<file path="config.mk">
export PLATFORM = sky130hd
export DESIGN_NAME = dust_sensor_average_convert_top
export DESIGN_NICKNAME = d
export VERILOG_FILES = /design/src/rtl/dsac_pkg.sv /design/src/rtl/dsac_div.sv /design/src/rtl/dust_sensor_average_convert_top.sv
export VERILOG_INCLUDE_DIRS = /design/src /design/src/rtl
export SDC_FILE = /design/constraint.sdc
export NUM_CORES = 1
export LEC_CHECK = 0
export ABC_AREA = 1
export BUFFER_PORTS_ARGS = -buffer_cell sky130_fd_sc_hd__buf_4
export CAP_MARGIN = 40
export CORE_MARGIN = 8
export CORE_UTILIZATION = 45
export DETAILED_ROUTE_END_ITERATION = 10
export GPL_ROUTABILITY_DRIVEN = 1
export SYNTH_ARGS = -nofsm -noshare
export SYNTH_HDL_FRONTEND = slang
export SYNTH_HIERARCHICAL = 1
export SYNTH_SLANG_ARGS = --single-unit
</file>
<file path="constraint.sdc">
create_clock -name clk -period 5 [get_ports clk]
set_input_delay 1 -clock clk [delete_from_list [all_inputs] [get_ports clk]]
set_output_delay 1 -clock clk [all_outputs]
set_load 0.01 [all_outputs]
</file>
<file path="src/rtl/dust_sensor_average_convert_top_macros.svh">
// Assertion macros for the dust sensor averaging block.
// Depends on nothing; files that assert include it by name and supply clk and rst_n.
`ifndef DUST_SENSOR_AVERAGE_CONVERT_TOP_MACROS_SVH
`define DUST_SENSOR_AVERAGE_CONVERT_TOP_MACROS_SVH

// Same-cycle implication, disabled during reset.
`define DSAC_ASSERT_NOW(label, ante, cons) \
  label: assert property (@(posedge clk) disable iff (!rst_n) (ante) |-> (cons)) \
    else $error("dsac assertion failed");

// Next-cycle implication, disabled during reset.
`define DSAC_ASSERT_NEXT(label, ante, cons) \
  label: assert property (@(posedge clk) disable iff (!rst_n) (ante) |=> (cons)) \
    else $error("dsac assertion failed");

`endif

</file>
<file path="src/rtl/dsac_pkg.sv">
// Shared types and constants for the dust sensor averaging block.
// Used by dsac_div and dust_sensor_average_convert_top; depends on nothing.
package dsac_pkg;

  // Register indexes on the configuration port
  localparam logic [1:0] REG_SAMPLE_COUNT  = 2'd0;
  localparam logic [1:0] REG_BASELINE_INIT = 2'd1;
  localparam logic [1:0] REG_SENSITIVITY   = 2'd2;

  // Field widths
  localparam int CNT_W   = 7;
  localparam int MV_W    = 13;
  localparam int SMP_W   = 10;
  localparam int TOTAL_W = 16;
  // Dividend width: 16-bit total times 5000 needs 29 bits
  localparam int NUM_W   = 29;

  // Reset values of the registers
  localparam logic [CNT_W-1:0] COUNT_RESET     = 7'd10;
  localparam logic [MV_W-1:0]  BASELINE_RESET  = 13'd600;
  localparam logic [MV_W-1:0]  SENSITIVITY_RST = 13'd500;

  // Conversion constants
  localparam logic [NUM_W-1:0] FULL_SCALE_MV = 29'd5000;
  localparam logic [NUM_W-1:0] DENSITY_SCALE = 29'd100;
  localparam logic [MV_W-1:0]  DUST_OFFSET   = 13'd70;
  localparam logic [MV_W-1:0]  MV_MAX        = 13'h1FFF;

  typedef enum logic [2:0] {
    ST_IDLE,
    ST_AVG_START,
    ST_AVG_DIV,
    ST_DENS_START,
    ST_DENS_DIV,
    ST_HOLD
  } dsac_state_t;

  // Divider status toward the controller
  typedef struct packed {
    logic busy;
    logic done;
  } div_stat_t;

  // Clamp a quotient to the 13-bit range
  function automatic logic [MV_W-1:0] sat13(input logic [NUM_W-1:0] v);
    logic [MV_W-1:0] r;
    r = (|v[NUM_W-1:MV_W]) ? MV_MAX : v[MV_W-1:0];
    return r;
  endfunction

endpackage

</file>
<file path="src/rtl/dsac_div.sv">
// Bit-serial restoring divider, one quotient bit per cycle.
// Depends on dsac_pkg for the status struct.
module dsac_div
  import dsac_pkg::*;
#(
  parameter int NUM_W_P = 29,
  parameter int DEN_W_P = 24
) (
  input  logic               clk,
  input  logic               rst_n,
  input  logic               start,
  input  logic [NUM_W_P-1:0] num,
  input  logic [DEN_W_P-1:0] den,
  output logic [NUM_W_P-1:0] quo,
  output div_stat_t          stat
);

  localparam int STEP_W = (NUM_W_P > 1) ? $clog2(NUM_W_P) : 1;

  logic [NUM_W_P-1:0] num_r, num_nxt;
  logic [NUM_W_P-1:0] quo_r, quo_nxt;
  logic [DEN_W_P-1:0] rem_r, rem_nxt;
  logic [DEN_W_P-1:0] den_r, den_nxt;
  logic [STEP_W-1:0]  step_r, step_nxt;
  logic               busy_r, busy_nxt;
  logic               done_r, done_nxt;

  logic [DEN_W_P:0]   rem_sh;
  logic [DEN_W_P+1:0] diff;
  logic               ge;

  // One trial subtraction per cycle
  assign rem_sh = {rem_r, num_r[NUM_W_P-1]};
  assign diff   = {1'b0, rem_sh} - {2'b00, den_r};
  assign ge     = !diff[DEN_W_P+1];

  always_comb begin
    num_nxt  = num_r;
    quo_nxt  = quo_r;
    rem_nxt  = rem_r;
    den_nxt  = den_r;
    step_nxt = step_r;
    busy_nxt = busy_r;
    done_nxt = 1'b0;
    if (start) begin
      num_nxt  = num;
      den_nxt  = den;
      quo_nxt  = '0;
      rem_nxt  = '0;
      step_nxt = STEP_W'(NUM_W_P - 1);
      busy_nxt = 1'b1;
    end else if (busy_r) begin
      num_nxt  = {num_r[NUM_W_P-2:0], 1'b0};
      quo_nxt  = {quo_r[NUM_W_P-2:0], ge};
      rem_nxt  = ge ? diff[DEN_W_P-1:0] : rem_sh[DEN_W_P-1:0];
      step_nxt = step_r - 1'b1;
      if (step_r == '0) begin
        busy_nxt = 1'b0;
        done_nxt = 1'b1;
      end
    end
  end

  always_ff @(posedge clk) begin
    if (!rst_n) begin
      busy_r <= 1'b0;
      done_r <= 1'b0;
      step_r <= '0;
    end else begin
      busy_r <= busy_nxt;
      done_r <= done_nxt;
      step_r <= step_nxt;
    end
  end

  // Datapath shift registers
  always_ff @(posedge clk) begin
    num_r <= num_nxt;
    quo_r <= quo_nxt;
    rem_r <= rem_nxt;
    den_r <= den_nxt;
  end

  assign quo       = quo_r;
  assign stat.busy = busy_r;
  assign stat.done = done_r;

endmodule

</file>
<file path="src/rtl/dust_sensor_average_convert_top.sv">
// Dust sensor averaging and density conversion, top level.
// Depends on dsac_pkg, dsac_div and dust_sensor_average_convert_top_macros.svh.
//
// Each accepted item is one 10-bit converter sample; it is summed (saturating at 65535) into
// the registered total and in_ready stays high. The sample that completes a group of
// sample_count samples starts the conversion: the average in mV is
// total*5000/(SAMPLE_STEPS*count), the baseline is subtracted (and lowered to the average
// when the average falls below it), and density is dV*100/sensitivity_mv; dust_level is
// density minus 70, floored at zero. Both divisions run on one shared bit-serial divider
// at one quotient bit per cycle, so in_ready stays low from a group's last sample until
// the result is loaded. The result sits in an output register, and new samples are taken
// while it waits; a later result waits in ST_HOLD until that register is free. A
// sample_count of 0 acts as 1 and one above MAX_SAMPLES acts as MAX_SAMPLES. Writing
// baseline_init_mv loads the running baseline at once. cfg_ready is always high.
`include "dust_sensor_average_convert_top_macros.svh"

module dust_sensor_average_convert_top
  import dsac_pkg::*;
#(
  parameter int SAMPLE_STEPS = 1024,
  parameter int MAX_SAMPLES  = 64
) (
  input  logic            clk,
  input  logic            rst_n,
  input  logic            in_valid,
  output logic            in_ready,
  input  logic [SMP_W-1:0] in_sample,
  output logic            out_valid,
  input  logic            out_ready,
  output logic [MV_W-1:0] out_dust_level,
  output logic [MV_W-1:0] out_density,
  output logic [MV_W-1:0] out_average_mv,
  output logic            out_baseline_moved,
  input  logic            cfg_valid,
  output logic            cfg_ready,
  input  logic [1:0]      cfg_index,
  input  logic [MV_W-1:0] cfg_data
);

  localparam int DEN_W = $clog2(SAMPLE_STEPS + 1) + CNT_W;
  localparam logic [CNT_W-1:0] MAX_N =
    (MAX_SAMPLES > 127) ? 7'd127 : CNT_W'(MAX_SAMPLES);

  dsac_state_t state_r, state_nxt;

  logic [CNT_W-1:0]   count_r;
  logic [MV_W-1:0]    sens_r;
  logic [MV_W-1:0]    baseline_r, baseline_nxt;
  logic [TOTAL_W-1:0] total_r, total_nxt;
  logic [CNT_W-1:0]   taken_r, taken_nxt;
  logic [MV_W-1:0]    avg_r, avg_nxt;
  logic [MV_W-1:0]    dv_r, dv_nxt;
  logic               moved_r, moved_nxt;
  logic [MV_W-1:0]    dens_r, dens_nxt;
  logic               out_valid_r, out_valid_nxt;
  logic               out_load;
  logic [MV_W-1:0]    out_level_r, out_dens_r, out_avg_r;
  logic               out_moved_r;

  logic [CNT_W-1:0]   group_n;
  logic [MV_W-1:0]    sens_eff;
  logic [TOTAL_W:0]   sum;
  logic               in_fire;
  logic               cfg_fire;

  logic               div_start;
  logic [NUM_W-1:0]   div_num;
  logic [DEN_W-1:0]   div_den;
  logic [NUM_W-1:0]   div_quo;
  div_stat_t          div_stat;
  logic [MV_W-1:0]    quo_sat;

  // Effective group size and sensitivity
  always_comb begin
    group_n = count_r;
    if (group_n == '0) group_n = 7'd1;
    if (group_n > MAX_N) group_n = MAX_N;
  end
  assign sens_eff = (sens_r == '0) ? 13'd1 : sens_r;

  assign in_ready  = (state_r == ST_IDLE);
  assign in_fire   = in_valid && in_ready;
  assign cfg_ready = 1'b1;
  assign cfg_fire  = cfg_valid && cfg_ready;
  assign sum       = {1'b0, total_r} + {{(TOTAL_W + 1 - SMP_W){1'b0}}, in_sample};
  assign quo_sat   = sat13(div_quo);

  // Divider operand selection
  always_comb begin
    div_start = 1'b0;
    div_num   = NUM_W'(total_r) * FULL_SCALE_MV;
    div_den   = DEN_W'(SAMPLE_STEPS) * DEN_W'(group_n);
    case (state_r)
      ST_AVG_START:  div_start = 1'b1;
      ST_DENS_START: begin
        div_start = 1'b1;
        div_num   = NUM_W'(dv_r) * DENSITY_SCALE;
        div_den   = DEN_W'(sens_eff);
      end
      default: ;
    endcase
  end

  dsac_div #(
    .NUM_W_P(NUM_W),
    .DEN_W_P(DEN_W)
  ) u_div (
    .clk  (clk),
    .rst_n(rst_n),
    .start(div_start),
    .num  (div_num),
    .den  (div_den),
    .quo  (div_quo),
    .stat (div_stat)
  );

  // Sequencer: accumulate, average, subtract baseline, density, hand off
  always_comb begin
    state_nxt     = state_r;
    total_nxt     = total_r;
    taken_nxt     = taken_r;
    baseline_nxt  = baseline_r;
    avg_nxt       = avg_r;
    dv_nxt        = dv_r;
    moved_nxt     = moved_r;
    dens_nxt      = dens_r;
    out_load      = 1'b0;
    out_valid_nxt = out_valid_r;
    if (out_valid_r && out_ready) out_valid_nxt = 1'b0;
    unique case (state_r)
      ST_IDLE: begin
        if (in_fire) begin
          total_nxt = sum[TOTAL_W] ? {TOTAL_W{1'b1}} : sum[TOTAL_W-1:0];
          taken_nxt = taken_r + 1'b1;
          if (taken_nxt >= group_n) state_nxt = ST_AVG_START;
        end
      end
      ST_AVG_START: begin
        total_nxt = '0;
        taken_nxt = '0;
        state_nxt = ST_AVG_DIV;
      end
      ST_AVG_DIV: begin
        if (div_stat.done) begin
          avg_nxt = quo_sat;
          if (quo_sat < baseline_r) begin
            dv_nxt       = '0;
            moved_nxt    = 1'b1;
            baseline_nxt = quo_sat;
          end else begin
            dv_nxt    = quo_sat - baseline_r;
            moved_nxt = 1'b0;
          end
          state_nxt = ST_DENS_START;
        end
      end
      ST_DENS_START: state_nxt = ST_DENS_DIV;
      ST_DENS_DIV: begin
        if (div_stat.done) begin
          dens_nxt  = quo_sat;
          state_nxt = ST_HOLD;
        end
      end
      ST_HOLD: begin
        if (!out_valid_r || out_ready) begin
          out_load      = 1'b1;
          out_valid_nxt = 1'b1;
          state_nxt     = ST_IDLE;
        end
      end
      default: state_nxt = ST_IDLE;
    endcase
    // Writing the starting baseline reloads the running one
    if (cfg_fire && cfg_index == REG_BASELINE_INIT) baseline_nxt = cfg_data;
  end

  always_ff @(posedge clk) begin
    if (!rst_n) begin
      state_r     <= ST_IDLE;
      total_r     <= '0;
      taken_r     <= '0;
      baseline_r  <= BASELINE_RESET;
      out_valid_r <= 1'b0;
    end else begin
      state_r     <= state_nxt;
      total_r     <= total_nxt;
      taken_r     <= taken_nxt;
      baseline_r  <= baseline_nxt;
      out_valid_r <= out_valid_nxt;
    end
  end

  // Configuration registers
  always_ff @(posedge clk) begin
    if (!rst_n) begin
      count_r <= COUNT_RESET;
      sens_r  <= SENSITIVITY_RST;
    end else if (cfg_fire) begin
      unique case (cfg_index)
        REG_SAMPLE_COUNT: count_r <= cfg_data[CNT_W-1:0];
        REG_SENSITIVITY:  sens_r  <= cfg_data;
        default: ;
      endcase
    end
  end

  // Working and output payload registers
  always_ff @(posedge clk) begin
    avg_r   <= avg_nxt;
    dv_r    <= dv_nxt;
    moved_r <= moved_nxt;
    dens_r  <= dens_nxt;
    if (out_load) begin
      out_level_r <= (dens_r > DUST_OFFSET) ? dens_r - DUST_OFFSET : '0;
      out_dens_r  <= dens_r;
      out_avg_r   <= avg_r;
      out_moved_r <= moved_r;
    end
  end

  assign out_valid          = out_valid_r;
  assign out_dust_level     = out_level_r;
  assign out_density        = out_dens_r;
  assign out_average_mv     = out_avg_r;
  assign out_baseline_moved = out_moved_r;

  // The divider is free whenever samples are taken
  `DSAC_ASSERT_NOW(a_idle_div_free, in_ready, !div_stat.busy)
  // A division is only started on an idle divider
  `DSAC_ASSERT_NOW(a_start_free, div_start, !div_stat.busy)
  // Quotients only come back while the sequencer waits for them
  `DSAC_ASSERT_NOW(a_done_expected, div_stat.done,
                   (state_r == ST_AVG_DIV) || (state_r == ST_DENS_DIV))
  // A lowered baseline means no rise above it, hence no density
  `DSAC_ASSERT_NOW(a_moved_zero, out_valid_r && out_moved_r,
                   (out_dens_r == '0) && (out_level_r == '0))
  // Loading the output leaves the block ready for the next sample
  `DSAC_ASSERT_NEXT(a_load_idle, out_load, in_ready && out_valid_r)

endmodule

</file>
==> results by group <==
Run status
  – Status: finished, final reports clean

Critical path
  – CP Max Fanout: 5
  – WS Path Type: reg -> reg
  – Most numerous cell on the critical path: nand2_1
  – CP Data Required Time: 5.32 ns
  – CP max-delay cell: fa_1
  – WP data arrival: 4.92 ns
  – Max incr delay on CP: 0.56 ns
  – CP cell instances: inv_1 > fa_1 > inv_1 > ha_1 > fa_1 > ha_1 > inv_1 > fa_1 > inv_1 > ha_1 > a21oi_1 > nand3_1 > nand2_1 > nand2_1 > nand2_1 > nand3_1 > nand2_1 > nor2_1 > nand2_1 > nand2_1
  – Crit. End Element: register
  – Worst Reg-to-Reg Cells: 20
  – Critical Path Start Type: register

Worst hold path
  – Tightest Hold Check Type: reg -> reg
  – Hold Path Depth: 0

Clocking
  – CTS tree: done
  – Clock latency on the worst-skew pair: 0.57 ns
  – Number of hold buffers added after CTS: 0
  – Clock Tree Root: clkbuf_16
  – H-tree lvl count: 1
  – CTS-repair resized insts: 0
  – Sink Count: 241
  – Clock slew at reported path FFs: 0.06 ns
  – CTS Buf Count: 28
  – Post CTS Setup Buffer Count: 0
  – Clock buffer depth: 3

Die
  – Die Width: 209 microns
  – Io pins: 73
  – Die height: 209 microns
  – Rows: 70
  – Starting density of the core: 45.6%
  – Core area: 36600 sq um
  – DIE AREA: 43500 sq um

Timing
  – Unrepaired setup endpoints after global routing: no
  – Final Hold Fails: 0
  – Final worst slack: 0.400 ns
  – Fin crit period: 4.60 ns
  – Worst-margin pin slew: 0.862 ns
  – Max_slew headroom: 42.5%
  – Max Clock Freq: 0.217 GHz
  – Max Slew Vio Count: 0
  – Fin crit share: 92.0%
  – Fin Setup TNS: 0 ns
  – Final setup fails: 0
  – Skew final: 0.0113 ns

Placement
  – GPL Wtd Cong: 0.866
  – Post-DP HPWL: 31700 microns
  – Post-place setup slack: 0.422 ns
  – Port Buf Inserts: 71

Pwr
  – Worst vdd ir: 0.499 mV
  – Power Dens Cells: 719 nW/um^2
  – Static Leakage: 9.35 nW
  – Tot Pwr: 13.4 mW

Route
  – Pre-Repair DR Iteration Count: 5
  – Total vias in the final route: 13287
  – DRC Markers: 0
  – WL per Instance: 15.1 microns
  – Number of routed nets with antenna violations: 0
  – Initial DRC count: 613
  – Post-DR vias/cell: 4.96
  – Routed wire length: 40300 microns

Global routing
  – Global-route wire length before repair: 67000 microns
  – Vias in the first global route: 13230
  – Initial antenna violation count: 0
  – Grt total ovfl: 0
  – Pin count of the biggest net entering global routing: 56
  – GRT Util Overall: 18.4%

Layout
  – Area of the multi-input gates: 8880 sq um
  – Final Net Count: 2435
  – Syn-to-layout area delta: 11.5%
  – Reg area: 6100 sq um
  – # fillers: 3514
  – Share of cells above drive strength 1: 8.73%
  – Antenna Cells: 0

Logic synthesis
  – Post-Syn Area: 16700 sq um
  – Cells after synthesis: 2118
  – Syn. warnings: 6
  – Syn_area_per_cell: 7.88 sq um

Flow run
  – MaxCap Viol Count: 0
-- per-stage QoR --
step	hold WS, ns	util (%)	area [sq um]	std cells
after detailed placement	0.405	48.3	17700	2627
after CTS	0.419	50.8	18600	2679
final	0.418	50.8	18600	2679
after global placement	0.403	48.1	17600	2621
after global routing	0.427	50.8	18600	2679
after floorplan	0.400	-	16700	2120
-- path summary, 6_finish.rpt --
| kind | end | start | slack (ns) |
|---|---|---|---|
| worst max-delay path | u_div/num_r[25] | total_r[5] | 0.40 |
| worst min-delay path | out_average_mv[9] | avg_r[9] | 0.42 |
| worst max register to register | u_div/num_r[25] | total_r[5] | 0.40 |
| worst min register to register | out_average_mv[9] | avg_r[9] | 0.42 |
-- power breakdown --
group	switching (mW)	internal, mW
clock network	0.854	1.17
registers	0.195	3.03
logic	5.39	2.73
-- cell usage in the layout (no fill, tap or decap), drive strengths merged, types with 15 or more instances in the layout --
cell    instances
a21oi         121
buf            85
clkbuf         38
dfxtp         114
edfxtp        127
fa             46
ha            170
inv           385
nand2         551
nand3         128
nand3b         19
nand4          25
nor2          176
o21ai          75
o22ai          29
xnor2          15
xor2           15
-- flip-flops by register name, summed over array words and instances (netlist names) --
register            flops
avg_r                  13
baseline_r             13
count_r                 7
dens_r                 13
dv_r                   13
moved_r                 1
out_average_mv         13
out_baseline_moved      1
out_density            13
out_dust_level         13
out_valid               1
sens_r                 13
state_r                 3
taken_r                 7
total_r                16
u_div/busy_r            1
u_div/den_r            18
u_div/done_r            1
u_div/num_r            29
u_div/quo              29
u_div/rem_r            18
u_div/step_r            5
-- critical path: cells and delay by family, from the launching register on --
family                     cells  cell delay, ns
buffers and inverters          4            0.30
adders and majority gates      6            2.48
AOI/OAI and AO/OA              1            0.26
DFF                            1            0.43
and+or+nand+nor                9            0.88
-- routing by layer --
| metal | wire (microns) | track usage [%] | share of wire (%) | up-vias |
|---|---|---|---|---|
| met3 | 1350 | 2.31 | 3.3 | 47 |
| met2 | 19400 | 32.6 | 48 | 222 |
| met1 | 18700 | 23.8 | 46 | 6037 |
| met4 | 866 | 4.20 | 2.1 | 0 |
| met5 | 0 | 0 | 0 | - |
| li1 | - | - | - | 6981 |
-- cell type report --
type | count | share of cell area, %
sequential | 241 | 32.8
tap | 468 | 3.15
timing repair buffer | 85 | 3.64
clock buffer | 38 | 4.24
multi-input combinational | 1448 | 47.7
inverter | 385 | 7.78
clock inverter | 14 | 0.706
No activity file was read; power rests on OpenSTA's default activity.
